<file path="config.mk">
export PLATFORM = sky130hd
export DESIGN_NAME = remote_light_fan_controller
export DESIGN_NICKNAME = d
export VERILOG_FILES = /design/src/hw/rtl/rlfc_pkg.sv /design/src/hw/rtl/remote_light_fan_controller.sv /design/src/hw/rtl/rlfc_in_stage.sv /design/src/hw/rtl/rlfc_core.sv
export SDC_FILE = /design/constraint.sdc
export NUM_CORES = 1
export LEC_CHECK = 0
export ABC_AREA = 1
export ABC_CLOCK_PERIOD_IN_PS = 3800
export BUFFER_PORTS_ARGS = -buffer_cell sky130_fd_sc_hd__buf_2
export CAP_MARGIN = 20
export CORE_MARGIN = 2
export CORE_UTILIZATION = 60
export CTS_CLUSTER_DIAMETER = 50
export DETAILED_ROUTE_END_ITERATION = 7
export PLACE_DENSITY_LB_ADDON = 0.2
export SYNTH_ARGS = -nofsm -noshare
export SYNTH_HDL_FRONTEND = slang
export SYNTH_SLANG_ARGS = --single-unit
</file>
<file path="constraint.sdc">
create_clock -name i_clk -period 3.8 [get_ports i_clk]
set_input_delay 0.57 -clock i_clk [delete_from_list [all_inputs] [get_ports i_clk]]
set_output_delay 0.57 -clock i_clk [all_outputs]
set_load 0.02 [all_outputs]
</file>
<file path="src/hw/rtl/rlfc_pkg.sv">
package rlfc_pkg;

    // Levels and steps, in percent
    localparam logic [6:0] FULL_LEVEL  = 7'd100;
    localparam logic [6:0] STEP_LEVEL  = 7'd10;
    localparam logic [6:0] STEP_FLOOR  = 7'd20;
    localparam logic [6:0] ZERO_LEVEL  = 7'd0;

    // Threshold reset values (percent light, whole degrees)
    localparam logic [6:0] LIGHT_THR_RST = 7'd35;
    localparam logic [6:0] TEMP_THR_RST  = 7'd26;

    // Threshold command ranges
    localparam logic [7:0] LIGHT_CMD_LO = 8'd15;
    localparam logic [7:0] LIGHT_CMD_HI = 8'd115;
    localparam logic [7:0] TEMP_CMD_LO  = 8'd116;
    localparam logic [7:0] TEMP_CMD_HI  = 8'd216;

    // Action command codes
    localparam logic [7:0] CMD_LAMP_FULL   = 8'd1;
    localparam logic [7:0] CMD_LAMP_OFF    = 8'd2;
    localparam logic [7:0] CMD_LAMP_UP     = 8'd3;
    localparam logic [7:0] CMD_LAMP_DOWN   = 8'd4;
    localparam logic [7:0] CMD_FAN_FULL    = 8'd5;
    localparam logic [7:0] CMD_FAN_OFF     = 8'd6;
    localparam logic [7:0] CMD_FAN_UP      = 8'd7;
    localparam logic [7:0] CMD_FAN_DOWN    = 8'd8;
    localparam logic [7:0] CMD_FAN_FWD     = 8'd9;
    localparam logic [7:0] CMD_FAN_REV     = 8'd10;
    localparam logic [7:0] CMD_LIGHT_AUTO  = 8'd11;
    localparam logic [7:0] CMD_LIGHT_MAN   = 8'd12;
    localparam logic [7:0] CMD_TEMP_AUTO   = 8'd13;
    localparam logic [7:0] CMD_TEMP_MAN    = 8'd14;

    // One control pass as received
    typedef struct packed {
        logic [7:0]         light_sample;
        logic signed [11:0] temperature_sample;
        logic               command_valid;
        logic [7:0]         command_code;
    } t_item;

    // One result beat
    typedef struct packed {
        logic [6:0]        led_level;
        logic signed [7:0] motor_drive;
        logic              light_auto_on;
        logic              temp_auto_on;
    } t_result;

    // Step up by ten, capped at full
    function automatic logic [6:0] step_up(input logic [6:0] v);
        logic [7:0] sum;
        sum = {1'b0, v} + {1'b0, STEP_LEVEL};
        return (sum > {1'b0, FULL_LEVEL}) ? FULL_LEVEL : sum[6:0];
    endfunction

    // Step down by ten, floor at ten, zero stays zero
    function automatic logic [6:0] step_down(input logic [6:0] v);
        logic [6:0] res;
        if (v == ZERO_LEVEL) begin
            res = ZERO_LEVEL;
        end else if (v < STEP_FLOOR) begin
            res = STEP_LEVEL;
        end else begin
            res = v - STEP_LEVEL;
        end
        return res;
    endfunction

    // Fan level with direction applied
    function automatic logic signed [7:0] signed_fan(input logic [6:0] level,
                                                     input logic       reverse);
        logic signed [7:0] mag;
        mag = $signed({1'b0, level});
        return reverse ? -mag : mag;
    endfunction

endpackage

</file>
<file path="src/hw/rtl/remote_light_fan_controller.sv">
// Remote light and fan controller.
// Input channel: one beat per control pass, carrying a light sample, a
// temperature sample in signed sixteenths of a degree and an optional
// command byte (i_command_valid). A beat is taken when i_in_valid is high
// and o_in_stall is low.
// Output channel: one beat per input beat, in order, with the LED level,
// the signed fan drive and both automatic-mode flags as they stand after
// that pass. A beat is delivered when o_out_valid is high and i_out_stall
// is low.
// An accepted beat's result shows after the input register and the core
// state registers. Throughput: one beat per cycle unless stalled; the
// input register, one pass of decode and bang-bang logic and the state
// registers set it. While the receiver stalls, the result holds and the
// input register keeps one more beat, after which o_in_stall rises.
// Reset (synchronous, active low): both channels go empty, the LED and fan
// go to zero, forward direction, automatic modes off, light threshold 35
// and temperature threshold 26 degrees.
module remote_light_fan_controller (
    input  logic              i_clk,
    input  logic              i_rst_n,
    input  logic              i_in_valid,
    output logic              o_in_stall,
    input  logic [7:0]        i_light_sample,
    input  logic signed [11:0] i_temperature_sample,
    input  logic              i_command_valid,
    input  logic [7:0]        i_command_code,
    output logic              o_out_valid,
    input  logic              i_out_stall,
    output logic [6:0]        o_led_level,
    output logic signed [7:0] o_motor_drive,
    output logic              o_light_auto_on,
    output logic              o_temp_auto_on
);
    import rlfc_pkg::*;

    t_item   in_item;
    t_item   q_item;
    t_result result;
    logic    q_valid;
    logic    adv;
    logic    fire;
    logic    r_out_valid;

    assign in_item.light_sample       = i_light_sample;
    assign in_item.temperature_sample = i_temperature_sample;
    assign in_item.command_valid      = i_command_valid;
    assign in_item.command_code       = i_command_code;

    // Result slot frees when empty or being taken
    assign adv  = !r_out_valid || !i_out_stall;
    assign fire = q_valid && adv;

    rlfc_in_stage u_in (
        .i_clk   (i_clk),
        .i_rst_n (i_rst_n),
        .i_valid (i_in_valid),
        .i_item  (in_item),
        .i_take  (adv),
        .o_stall (o_in_stall),
        .o_valid (q_valid),
        .o_item  (q_item)
    );

    rlfc_core u_core (
        .i_clk    (i_clk),
        .i_rst_n  (i_rst_n),
        .i_fire   (fire),
        .i_item   (q_item),
        .o_result (result)
    );

    // Track the result beat
    always_ff @(posedge i_clk) begin
        if (!i_rst_n) begin
            r_out_valid <= 1'b0;
        end else if (adv) begin
            r_out_valid <= q_valid;
        end
    end

    assign o_out_valid     = r_out_valid;
    assign o_led_level     = result.led_level;
    assign o_motor_drive   = result.motor_drive;
    assign o_light_auto_on = result.light_auto_on;
    assign o_temp_auto_on  = result.temp_auto_on;

endmodule

</file>
<file path="src/hw/rtl/rlfc_in_stage.sv">
module rlfc_in_stage (
    input  logic           i_clk,
    input  logic           i_rst_n,
    input  logic           i_valid,
    input  rlfc_pkg::t_item i_item,
    input  logic           i_take,
    output logic           o_stall,
    output logic           o_valid,
    output rlfc_pkg::t_item o_item
);
    import rlfc_pkg::*;

    logic  r_valid;
    t_item r_item;
    logic  load;

    // Hold the beat while the core cannot take it
    assign o_stall = r_valid && !i_take;
    assign load    = !o_stall;

    always_ff @(posedge i_clk) begin
        if (!i_rst_n) begin
            r_valid <= 1'b0;
        end else if (load) begin
            r_valid <= i_valid;
        end
    end

    // Capture payload on accept
    always_ff @(posedge i_clk) begin
        if (load && i_valid) begin
            r_item <= i_item;
        end
    end

    assign o_valid = r_valid;
    assign o_item  = r_item;

endmodule

</file>
<file path="src/hw/rtl/rlfc_core.sv">
module rlfc_core (
    input  logic             i_clk,
    input  logic             i_rst_n,
    input  logic             i_fire,
    input  rlfc_pkg::t_item  i_item,
    output rlfc_pkg::t_result o_result
);
    import rlfc_pkg::*;

    logic [6:0]        r_lamp_level,   n_lamp_level;
    logic [6:0]        r_fan_level,    n_fan_level;
    logic              r_fan_reverse,  n_fan_reverse;
    logic signed [7:0] r_drive_value,  n_drive_value;
    logic              r_light_auto,   n_light_auto;
    logic              r_temp_auto,    n_temp_auto;
    logic [6:0]        r_light_thr,    n_light_thr;
    logic [6:0]        r_temp_thr,     n_temp_thr;
    logic [7:0]        cmd_off_light;
    logic [7:0]        cmd_off_temp;
    logic signed [11:0] temp_limit;

    assign cmd_off_light = i_item.command_code - LIGHT_CMD_LO;
    assign cmd_off_temp  = i_item.command_code - TEMP_CMD_LO;

    // Decode the command, then apply the automatic modes
    always_comb begin
        n_lamp_level  = r_lamp_level;
        n_fan_level   = r_fan_level;
        n_fan_reverse = r_fan_reverse;
        n_drive_value = r_drive_value;
        n_light_auto  = r_light_auto;
        n_temp_auto   = r_temp_auto;
        n_light_thr   = r_light_thr;
        n_temp_thr    = r_temp_thr;
        temp_limit    = 12'sd0;

        if (i_item.command_valid) begin
            case (i_item.command_code)
                CMD_LAMP_FULL: n_lamp_level = FULL_LEVEL;
                CMD_LAMP_OFF:  n_lamp_level = ZERO_LEVEL;
                CMD_LAMP_UP:   n_lamp_level = step_up(r_lamp_level);
                CMD_LAMP_DOWN: n_lamp_level = step_down(r_lamp_level);
                CMD_FAN_FULL: begin
                    n_fan_level   = FULL_LEVEL;
                    n_drive_value = $signed({1'b0, FULL_LEVEL});
                end
                CMD_FAN_OFF: begin
                    n_fan_level   = ZERO_LEVEL;
                    n_drive_value = 8'sd0;
                end
                CMD_FAN_UP: begin
                    n_fan_level   = step_up(r_fan_level);
                    n_drive_value = signed_fan(n_fan_level, r_fan_reverse);
                end
                CMD_FAN_DOWN: begin
                    n_fan_level   = step_down(r_fan_level);
                    n_drive_value = signed_fan(n_fan_level, r_fan_reverse);
                end
                CMD_FAN_FWD: begin
                    n_fan_reverse = 1'b0;
                    n_drive_value = signed_fan(r_fan_level, 1'b0);
                end
                CMD_FAN_REV: begin
                    n_fan_reverse = 1'b1;
                    n_drive_value = signed_fan(r_fan_level, 1'b1);
                end
                CMD_LIGHT_AUTO: n_light_auto = 1'b1;
                CMD_LIGHT_MAN: begin
                    n_light_auto = 1'b0;
                    n_lamp_level = ZERO_LEVEL;
                end
                CMD_TEMP_AUTO: n_temp_auto = 1'b1;
                CMD_TEMP_MAN: begin
                    n_temp_auto   = 1'b0;
                    n_fan_level   = ZERO_LEVEL;
                    n_drive_value = 8'sd0;
                end
                default: begin
                    if (i_item.command_code >= LIGHT_CMD_LO &&
                        i_item.command_code <= LIGHT_CMD_HI) begin
                        n_light_thr = cmd_off_light[6:0];
                    end else if (i_item.command_code >= TEMP_CMD_LO &&
                                 i_item.command_code <= TEMP_CMD_HI) begin
                        n_temp_thr = cmd_off_temp[6:0];
                    end
                end
            endcase
        end

        // Bang-bang light control
        if (n_light_auto) begin
            n_lamp_level = ({1'b0, i_item.light_sample} < {2'b00, n_light_thr})
                           ? FULL_LEVEL : ZERO_LEVEL;
        end

        // Bang-bang fan control, threshold scaled to sixteenths
        temp_limit = $signed({1'b0, n_temp_thr, 4'b0000});
        if (n_temp_auto) begin
            if (i_item.temperature_sample > temp_limit) begin
                n_fan_level   = FULL_LEVEL;
                n_drive_value = $signed({1'b0, FULL_LEVEL});
            end else begin
                n_fan_level   = ZERO_LEVEL;
                n_drive_value = 8'sd0;
            end
        end
    end

    // Advance state once per passing beat
    always_ff @(posedge i_clk) begin
        if (!i_rst_n) begin
            r_lamp_level  <= ZERO_LEVEL;
            r_fan_level   <= ZERO_LEVEL;
            r_fan_reverse <= 1'b0;
            r_drive_value <= 8'sd0;
            r_light_auto  <= 1'b0;
            r_temp_auto   <= 1'b0;
            r_light_thr   <= LIGHT_THR_RST;
            r_temp_thr    <= TEMP_THR_RST;
        end else if (i_fire) begin
            r_lamp_level  <= n_lamp_level;
            r_fan_level   <= n_fan_level;
            r_fan_reverse <= n_fan_reverse;
            r_drive_value <= n_drive_value;
            r_light_auto  <= n_light_auto;
            r_temp_auto   <= n_temp_auto;
            r_light_thr   <= n_light_thr;
            r_temp_thr    <= n_temp_thr;
        end
    end

    // The updated state registers are the result register
    assign o_result.led_level     = r_lamp_level;
    assign o_result.motor_drive   = r_drive_value;
    assign o_result.light_auto_on = r_light_auto;
    assign o_result.temp_auto_on  = r_temp_auto;

endmodule

</file>
# --- Word level (Yosys, flattened, before mapping) ---
# Cells that the tools add are included.
totals:
  out_inout_bits: 19
  input_bits: 33
  wordCells: 106
  regBits: 70
op_classes:
  addsub: 9
  n_eq_ne: 14
  n_reduce_logical: 25
  n_lt_le_gt_ge: 10
  muxes: 34
op_table:
  columns: ["op", "n"]
  rows:
  - ["7-bit two-way mux", 22]
  - ["8-bit by 4-bit equality test with 1-bit output (second input constant)", 7]
  - ["7-bit one-hot mux with 4 select lines", 2]
  - ["8-bit one-hot mux with 6 select lines", 1]
  - ["8-bit by 3-bit equality test with 1-bit output (second input constant)", 4]
  - ["8-bit two-way mux", 4]
  - ["7-bit negator with 8-bit output", 3]
  - ["7-bit by 4-bit subtractor with 7-bit output (second input constant)", 3]
  - ["7-bit by 4-bit adder with 8-bit output (second input constant)", 2]
  - ["8-bit by 2-bit equality test with 1-bit output (second input constant)", 2]
  - ["8-bit by 7-bit greater-than comparator with 1-bit output (second input constant)", 2]
  - ["7-bit zero test", 2]
  - ["7-bit by 5-bit < comparator with 1-bit output (second input constant)", 2]
  - ["14-bit OR reduction", 1]
  - ["12-bit greater-than comparator", 1]
  - ["3-bit AND reduction", 4]
  - ["5-bit nonzero test", 2]
  - ["8-bit by 1-bit equality test with 1-bit output (second input constant)", 1]
  - ["8-bit by 4-bit greater-or-equal comparator with 1-bit output (second input constant)", 1]
  - ["8-bit by 7-bit greater-or-equal comparator with 1-bit output (second input constant)", 1]
  - ["8-bit by 7-bit less-or-equal comparator with 1-bit output (second input constant)", 1]
  - ["8-bit less-or-equal comparator (second input constant)", 1]
  - ["8-bit by 7-bit < comparator with 1-bit output", 1]
  - ["7-bit nonzero test", 1]
  - ["8 further kinds", 21]

# --- Longest topological paths before layout ---
depth:
  word_depth: 10
  mapped_depth: 22
  ltp_nobuf: 22

# --- Hierarchy ---
# Synthesis repeated with hierarchy kept, for this count alone.
hier_totals:
  hier_cells: 669
  area_unflattened_um2: 4797.1
by_module_without_submodules:
  columns: ["mod", "cells_each", "n_inst", "seq_area_each_um2", "area_each_um2"]
  rows:
  - ["rlfc_core", 626, 1, 760.7, 3828.7]
  - ["rlfc_in_stage", 37, 1, 890.9, 920.9]
  - ["remote_light_fan_controller", 6, 1, 20.0, 47.5]

# --- Least setup slack after synthesis ---
# Ideal clock, no wire load.
synth_path:
  path_type: "register to register"
  from: "reg u_in.r_item (netlist bit u_in.o_item[2])"
  to: "reg u_core.r_drive_value[6]"
  required_ns: 3.733
  setup_ns: 0.067
  arrival_time_ns: 2.762
  n_path_buf: 0
  period_less_slack_ns: 2.829
  slack_ns: 0.971
  path_stages_with_launch: 20
  cell_sequence: "edfxtp_1 -> inv_1 -> ha_1 -> nor2_1 -> nand3_1 -> nand3b_1 -> nand3_1 -> inv_1 -> o21ai_0 -> ha_1 -> inv_1 -> o21bai_1 -> a221oi_1 -> o21ai_0 -> nand2_1 -> nor3_1 -> nand2_1 -> nand2_1 -> inv_1 -> a21oi_2"
synth_between:
  elab_chain_len: 9
  word_cells_on_any_way: 37
  classes_between: "add/sub (1); order compare (5); eq/ne (14); mux (10); reduce/logical (7)"
synth_lines:
  columns: ["element", "line", "text"]
  rows:
  - ["from (decl)", "rlfc_in_stage.sv:14", "t_item r_item;"]
  - ["from (signal assigned)", "rlfc_in_stage.sv:32", "r_item <= i_item;"]
  - ["8-bit by 7-bit greater-or-equal comparator with 1-bit output or 8-bit less-or-equal comparator (tied branches)", "rlfc_core.sv:82, rlfc_core.sv:83", null]
  - ["1-bit logical AND", "rlfc_core.sv:82", "end else if (i_item.command_code >= TEMP_CMD_LO &&"]
  - ["7-bit two-way mux", "rlfc_core.sv:82", null]
  - ["7-bit two-way mux", "rlfc_core.sv:79", "if (i_item.command_code >= LIGHT_CMD_LO &&"]
  - ["7-bit two-way mux", "rlfc_core.sv:38", "case (i_item.command_code)"]
  - ["7-bit two-way mux", "rlfc_core.sv:37", "if (i_item.command_valid) begin"]
  - ["12-bit greater-than comparator", "rlfc_core.sv:99", "if (i_item.temperature_sample > temp_limit) begin"]
  - ["7-bit two-way mux", "rlfc_core.sv:99", null]
  - ["8-bit two-way mux", "rlfc_core.sv:98", "if (n_temp_auto) begin"]
  - ["to (signal assigned)", "rlfc_core.sv:124", "r_drive_value <= n_drive_value;"]
  - ["to (decl)", "rlfc_core.sv:13", "logic signed [7:0] r_drive_value, n_drive_value;"]
# Parallel ways exist; a longest one is shown, timed or not. The select of a mux whose other input is x is not followed.
# A chain may end at the register's enable or synchronous reset.

# --- Worst setup path after layout ---
# Ends and elaborated chain as after synthesis.

==> results.md <==
- Status: completed
- Fin Setup TNS: 0 ps
- Detailed Route WL: 11,500 um
- Die area: 8940 um2
- Clk pin slew, worst setup/hold paths: 70 ps
- Die Y: 94.5 um
- Die width: 94.5 um
- Inst Count DP: 824
- Power density over the cells: 313 nW/um2
- Setup CP Type: reg2reg
- Worst Hold Class: in2reg
- Area share of the largest cell type after synthesis: 17.7%
- Synth top area cells: edfxtp_1 (18%), dfxtp_1 (16%), nand2_1 (13%), ha_1 (8.1%), inv_1 (7.5%)
- Layout Skew: 9.23 ps
- Netlist cell types: 53
- IO Count: 52
- Slew Viols, Final: 0
- Root buffer cell: clkbuf_8
- Antenna Violating Nets Remaining: 0
- CTS Buf Count: 9
- Critical Path AT: 3620 ps
- Final Non-Filler Cells: between 800 and 900
- CP startpoint kind: flop
- First-pass GRT wire length: 19,100 um
- Post-layout util: 67.6%
- RR Endpoint: u_core.r_drive_value[6]
- Worst skew pair latency: 350 ps
- Min Tclk post-route: ~3300 ps
- Reg2Reg Depth: 19
- Worst R2R Start: u_in.o_item[2]
- Via-to-Cell Ratio: 5.47
- Number of port buffers: 50
- Mapped cell area: 4920 um2
- Register area share after synthesis: 34.0%
- Worst setup EP type: flop
- Clock sink count: 69
- Synth area leader: edfxtp_1
- Final hold violation count: 0
- Routability cong.: around 0.94
- Antenna violations before repair: 0
- Syn Area/Cell: ~7.2 um2
- Hold depth: 1
- Inserted Diodes: 0
- DP HPWL: 8740 um
- Tightest Pin Transition: 852 ps
- Worst R2R Setup Slack: 470 ps
- Max FO, Critical Path: 9
- Peak supply drop: about 0.37 mV
- H-tree Lvls: 3
- Pin count of the biggest net entering global routing: 30
- DR WL/cell: 13.6 um
- Hold Startpoint: i_light_sample[3]
- Rel. slew slack: 43.2%
- Cells after synthesis: 683
- CTS Hold Bufs: 0
- Max_cap viols: 0
- Maximum clock frequency: 0.300 GHz
- Top_reg_cell synth: dfxtp_1
- Initial Util: 60.8%
- Setup violators final: 0
- DR vias: roughly 4,600
- Pleak: around 2.7 nW
- Number of global-route vias before repair: 4,250
- Remaining DRCs: 0
- Total grt overflow: 0
- Fin crit share: 87.8%
- Postcts setup bufs: 0
- Initial DRC Count: 210
- Core box area: between 8000 and 9000 um2
- Synthesis Warnings: 0
- Post-synth ARST share: 0%
- Net count after synthesis: 748
- RSZ-0062 raised after global routing: no
- Rows: 33
- Layout cells sized above 1: 14.7%
- P&R area growth vs syn: 11.2%
- Clk buf depth: 2
- End of the worst hold path: u_in.o_item[24]
- Post-synth EDFFs: 29
- Post-CTS sizing: 0
- Drt pass-1 iters: 5
- Yosys reg bits: 69
- Required @ worst endpoint: 4080 ps
- Tot Pwr: about 1.7 mW
- CTS tree: built
- Gr usage total: 27.2%
- Layout net count: 796
-- cells in the mapped netlist (3+ instances only) --
cell type and count:
a21oi_1 45, ha_1 32, inv_2 5, nand3_1 40
edfxtp_1 29, a21oi_2 4, nand3b_1 3, a31oi_1 3
nand2_2 4, nand4_1 6, o211ai_1 11, inv_1 98
dfxtp_1 40, or2_2 4, nor2_1 46, buf_4 3
o21ai_2 4, nor2_2 3, nor2_4 3, o22ai_1 6
nand3_2 5, clkbuf_1 7, nand2_1 176, o31ai_1 3
xor2_1 14, o21ai_0 50
-- cell type report --
cell class / instances / area, um2
multi-input cells: 494 / 2770
well taps: 105 / 131
clock inverters: 7 / 88.8
clock buffers: 9 / 124
repair buffers: 52 / 285
fillers: 709 / 2620
inverters: 105 / 402
flip-flops and latches: 69 / 1670
-- critical path: stages (launching register included) --
cell	delay, ps
edfxtp_1	490
inv_1	140
ha_1	240
nor2_1	230
nand3_1	100
nand3b_1	120
nand3_1	170
inv_1	230
o21ai_0	150
ha_1	320
inv_1	40
o21bai_1	130
a221oi_1	110
o21ai_0	160
nand2_1	70
nor3_1	200
nand2_1	140
nand2_1	80
inv_1	50
a21oi_2	110
-- placed cells by master (no fill, tap or decap), types with 5 or more instances in the layout --
cell	instances
clkbuf_8	9
a21oi_1	45
inv_1	98
edfxtp_1	29
dfxtp_1	40
buf_2	50
nor2_1	46
nand3_2	5
o211ai_1	11
xor2_1	14
ha_1	32
inv_2	5
nand4_1	6
o21ai_0	50
nand2_1	176
o22ai_1	6
nand3_1	40
-- how the worst max path moves through the flow --
stage | from | to | slack, ps | cells after the start
3_3_place_gp | u_in.o_item[2] | u_core.r_drive_value[5] | 660 | 19
3_5_place_dp | u_in.o_item[2] | u_core.r_drive_value[6] | 480 | 19
5_1_grt | u_in.o_item[2] | u_core.r_drive_value[6] | 20 | 19
4_1_cts | u_in.o_item[2] | u_core.r_drive_value[6] | 460 | 19
2_1_floorplan | u_in.o_item[2] | u_core.r_drive_value[6] | 970 | 19
6_report | u_in.o_item[2] | u_core.r_drive_value[6] | 470 | 19
-- sequential cells by signal, summed over array words and instances, names as in the netlist --
signal,count
u_core.r_drive_value,8
o_out_valid,1
u_core.r_light_auto,1
u_core.r_temp_thr,7
u_in.o_item,29
u_core.r_fan_reverse,1
u_core.r_light_thr,7
u_core.r_lamp_level,6
u_core.r_temp_auto,1
u_core.r_fan_level,7
u_in.o_valid,1
-- through the flow --
stage                     setup WS, ps  hold WS (ps)  instance area [um2]
final                              465           388                 5470
after floorplan                    971           437                 4920
after global placement             662           449                 5230
after global routing              16.7           372                 5470
after detailed placement           477           450                 5230
after CTS                          456           376                 5440
-- logic make-up (layout without fill, tap and decap cells) --
logic type | after synthesis | after routing | synth area share, %
compound gates | 142 | 142 | 17.6
xor+xnor | 16 | 16 | 2.85
fa+ha+maj | 32 | 32 | 8.14
buf+inv | 120 | 173 | 9.74
flops | 69 | 69 | 34.0
mux | 2 | 2 | 0.407
other cells | 1 | 1 | 0.0762
simple gates | 301 | 301 | 27.2
-- where the power goes --
part	leakage, nW	internal (mW)	switching [mW]	total [mW]
combinational	2.01	0.0874	0.147	0.234
sequential	0.609	0.809	0.0265	0.835
clock	0.105	0.366	0.275	0.641
-- routing by layer --
layer  vias to the layer above  routed length [um]  track usage [%]  part of all wire (%)
met1                      2095                5130             34.1                    45
met3                        23                 540             5.11                   4.7
met4                         0                 272             10.5                   2.4
met2                       134                5520             46.5                    48
met5                         -                   0                0                     0
li1                       2345                   -                -                     -
No activity file was read; power rests on OpenSTA's default activity.
